[src/sv/eatm_pkg.sv]
package eatm_pkg;

   localparam int ANGLE_BITS_DEF = 16;
   localparam int FRAC_BITS_DEF  = 16;

   localparam int ANGLE_W = 16;
   localparam int WORD_W  = 32;
   localparam int ROT_W   = 34;
   localparam int COL_W   = 2;

   localparam int CORDIC_STEPS = 15;
   localparam int CORDIC_GAIN  = 652032874;
   localparam int CX_W         = 34;
   localparam int CZ_W         = 18;
   localparam int NUM_GROUPS   = 8;

   localparam int QUEUE_DEPTH = 4;
   localparam int QPTR_W      = 2;

   localparam logic [COL_W-1:0] COL_MOVE = 2'd3;
   localparam logic [COL_W-1:0] COL_LAST_NORMAL = 2'd2;

   typedef enum logic {
      OP_MODEL  = 1'b0,
      OP_NORMAL = 1'b1
   } op_type;

   typedef struct packed {
      op_type                             op;
      logic [2:0][2:0][ROT_W-1:0]         rot;
      logic [2:0][WORD_W-1:0]             inv;
      logic [2:0][WORD_W-1:0]             scale;
      logic [2:0][WORD_W-1:0]             move;
   } entry_type;

   typedef struct packed {
      logic full;
      logic empty;
   } qstat_type;

endpackage

[src/sv/eatm_queue.sv]
module eatm_queue (
   input  logic                clock,
   input  logic                reset,
   input  logic                push_valid,
   input  eatm_pkg::entry_type push_entry,
   input  logic                pop,
   output eatm_pkg::entry_type head,
   output eatm_pkg::qstat_type qstat
);
   import eatm_pkg::*;

   entry_type         mem_ff [QUEUE_DEPTH];
   logic [QPTR_W-1:0] wr_ff, rd_ff;
   logic [QPTR_W:0]   cnt_ff;

   assign head        = mem_ff[rd_ff];
   assign qstat.full  = (cnt_ff == (QPTR_W+1)'(QUEUE_DEPTH));
   assign qstat.empty = (cnt_ff == '0);

   always_ff @(posedge clock) begin
      if (reset) begin
         wr_ff  <= '0;
         rd_ff  <= '0;
         cnt_ff <= '0;
      end else begin
         if (push_valid) begin
            wr_ff <= wr_ff + 1'b1;
         end
         if (pop) begin
            rd_ff <= rd_ff + 1'b1;
         end
         if (push_valid && !pop) begin
            cnt_ff <= cnt_ff + 1'b1;
         end else if (pop && !push_valid) begin
            cnt_ff <= cnt_ff - 1'b1;
         end
      end
   end

   always_ff @(posedge clock) begin
      if (push_valid) begin
         mem_ff[wr_ff] <= push_entry;
      end
   end

endmodule

[config.mk]
export PLATFORM = sky130hd
export DESIGN_NAME = eatm_queue
export DESIGN_NICKNAME = d
export VERILOG_FILES = /design/src/sv/eatm_pkg.sv /design/src/sv/eatm_queue.sv
export SDC_FILE = /design/constraint.sdc
export NUM_CORES = 2
export LEC_CHECK = 0
export BUFFER_PORTS_ARGS = -buffer_cell sky130_fd_sc_hd__buf_2
export CAP_MARGIN = 20
export CORE_MARGIN = 3
export CORE_UTILIZATION = 35
export CTS_CLUSTER_DIAMETER = 60
export DETAILED_ROUTE_END_ITERATION = 12
export HOLD_SLACK_MARGIN = 0.15
export PLACE_DENSITY_LB_ADDON = 0.08
export SLEW_MARGIN = 20
export SYNTH_ARGS = -nofsm -noshare
export SYNTH_HDL_FRONTEND = slang
export SYNTH_SLANG_ARGS = --single-unit
export TNS_END_PERCENT = 50
[constraint.sdc]
create_clock -name clock -period 20.7 [get_ports clock]
set_input_delay 2.07 -clock clock [delete_from_list [all_inputs] [get_ports clock]]
set_output_delay 2.07 -clock clock [all_outputs]
set_load 0.02 [all_outputs]
==> impl_metrics.json <==
{
  "status": "finished, final reports clean",
  "ant_nets": 0,
  "synthCells": 3151,
  "place_congestion": 0.763,
  "fillers": 21200,
  "crit_type": "reg2out",
  "synth_seq_area_share": 0.830,
  "io_pins": 1196,
  "cp_cell_sequence": "buf_4 -> buf_4 -> buf_12 -> buf_4 -> mux4_2 -> buf_2",
  "root_buffer": "clkbuf_16",
  "max_stage_delay_ps": 840,
  "worst_setup_path_end_kind": "output pin",
  "crit_fanout": 87,
  "initial_utilization": 0.353,
  "numCtsBuffers": 284,
  "grt_overflow_total": 0,
  "antenna_found_initial": 228,
  "period_share": 0.372,
  "ys_ff_latch": 2389,
  "startpoint_type": "flop",
  "dieArea_mm2": 0.253,
  "drt-total-wl_um": 231000,
  "syn-mean-instance-area_um2": 27.4,
  "max_freq_mhz": 130,
  "critPathRequiredTime_ps": 18630,
  "grt_max_degree": 137,
  "layout-drive-gt1-share": 0.464,
  "peakVddDrop_mv": 0.0691,
  "tightestPinTransition_ps": 1130,
  "critical_path.most_common_cell": "buf_4",
  "hold_viol": 0,
  "ys_types": 21,
  "insertion_delay_ps": 920,
  "drc": 0,
  "hp-class": "reg2reg",
  "power.density_mw_per_mm2": 109,
  "dp.final_hpwl_um": 150000,
  "wl_per_cell_um": 28.9,
  "crit_arrival_ps": 5630,
  "synthTopCellsByArea": "edfxtp_1 83%, mux4_2 16%, buf_6 0.81%",
  "final_max_slew_viol_count": 0,
  "setup_ws_ps": 13000,
  "synth_area_mm2": 0.0863,
  "grt_pass1_wl_um": 322000,
  "pre_cts_ws_ps": 13470,
  "finClkSkew_ps": 77.3,
  "maxCapViolCount": 0,
  "setup_violations": 0,
  "nets": 5156,
  "synth_top_area_frac": 0.828,
  "drt-initial-drc-count": 3012,
  "vias_per_cell": 4.95,
  "cts_resized": 0,
  "die_x_um": 503,
  "syn_nets": 3756,
  "post_cts_buffers": 0,
  "gr-usage-all-layers": 0.180,
  "htree_levels": 5,
  "core_mm2": 0.244,
  "synth_top_cell_by_area": "edfxtp_1",
  "regArea_mm2": 0.0717,
  "multi_input_area_mm2": 0.0136,
  "cts_sinks": 2389,
  "clockBufferDepth": 4,
  "port_buffers": 1195,
  "crit_slowest_cell": "dfxtp_4",
  "p_leak_nw": 34.4,
  "grt_pass1_vias": 41700,
  "area_growth_pct": 20.9,
  "tns_ps": 0,
  "dr.pass1.iters": 7,
  "tritoncts": "yes",
  "rsz0062_at_grt": "false",
  "dr_total_vias": 39700,
  "min_period_ps": 7700,
  "path_clk_slew_ps": 60,
  "ys_warn_count": 0,
  "die_h_um": 503,
  "hold_buffers": 0,
  "relSlewSlack": 0.245,
  "rows": 181
}
==> critical path: cells and delay by family (launching register included) <==
kind | cells | cell delay [ps]
buf+inv | 5 | 3030
flops | 1 | 840
mux | 1 | 630
==> cell families (layout without fill, tap and decap cells) <==
group	Yosys count	count (layout)	synth area share
buffers and inverters	137	1724	0.0122
other	0	77	0
adders and majority gates	6	6	0.000957
and+or+nand+nor	15	15	0.000855
AOI/OAI and AO/OA	2	2	0.000116
DFF	2389	2389	0.830
muxes	597	597	0.155
xor gates and xnor gates	5	5	0.000507
==> power by group <==
part / internal, W / switching, W
clock network: 0.00268 / 0.00185
logic: 0.000437 / 0.000793
registers: 0.00557 / 0.0000498
total: 0.00869 / 0.00269
==> cells in the final DEF (no fill, tap or decap), types with 3 or more instances in the layout <==
cell,count
buf_12,14
clkinv_1,56
clkbuf_16,287
mux4_2,595
clkinvlp_4,3
ha_1,5
clkinv_2,30
inv_1,4
and2_4,4
bufinv_16,12
nor2_1,7
inv_6,13
clkbuf_1,67
buf_4,38
diode_2,77
xor2_1,3
dfxtp_1,7
buf_2,1195
edfxtp_1,2380
==> sequential cells by signal, indices dropped and copies added (netlist names), named ones only <==
name    flops
wr_ff       2
rd_ff       2
mem_ff   2380
cnt_ff      3
==> cell type report <==
cell class | count | area share
well taps | 3202 | 0.0384
diodes | 77 | 0.00185
inverters | 4 | 0.000144
repair buffers | 1247 | 0.0627
multi-input cells | 625 | 0.131
clock inverters | 118 | 0.00871
clock buffers | 355 | 0.0713
flip-flops and latches | 2389 | 0.686
==> worst paths after layout <==
kind	start	to	cells after the start	slack (ps)
worst max register to register	wr_ff[0]	mem_ff[1][395]	6	15940
worst min-delay path	cnt_ff[2]	cnt_ff[2]	2	510
worst max-delay path	flop	head[411]	6	13000
worst min register to register	cnt_ff[2]	cnt_ff[2]	2	510
==> metal layers <==
| metal | track usage | wire length (um) |
|---|---|---|
| met5 | 0 | 920 |
| met4 | 0.0743 | 9710 |
| met3 | 0.0910 | 25900 |
| met2 | 0.285 | 111000 |
| met1 | 0.206 | 83600 |
==> through the flow <==
| step | total power [W] | cells | utilization | hold slack (ps) | cell area [um^2] |
|---|---|---|---|---|---|
| 5_1_grt | 0.0118 | 7974 | 0.427 | 565 | 104000 |
| 6_report | 0.0114 | 8017 | 0.427 | 510 | 104000 |
| 3_5_place_dp | 0.00699 | 7467 | 0.392 | 494 | 95900 |
| 4_1_cts | 0.0116 | 7940 | 0.427 | 502 | 104000 |
| 2_1_floorplan | 0.00658 | 3151 | - | 466 | 86300 |
| 3_3_place_gp | 0.00699 | 7467 | 0.392 | 484 | 95900 |
==> cells in the mapped netlist <==
library cell  number
xnor2_1            2
clkbuf_1           9
fa_1               1
buf_2             61
dfxtp_1            9
ha_1               5
nor3_1             1
nand2_1            1
mux4_2           595
buf_1              1
edfxtp_1        2380
a21oi_1            1
o21ai_0            1
or3_1              1
xor2_1             3
nor2_1             7
nor3b_1            1
and2_1             4
inv_1              4
buf_6             62
mux2i_1            2
Power figures use the tool's default switching activity.
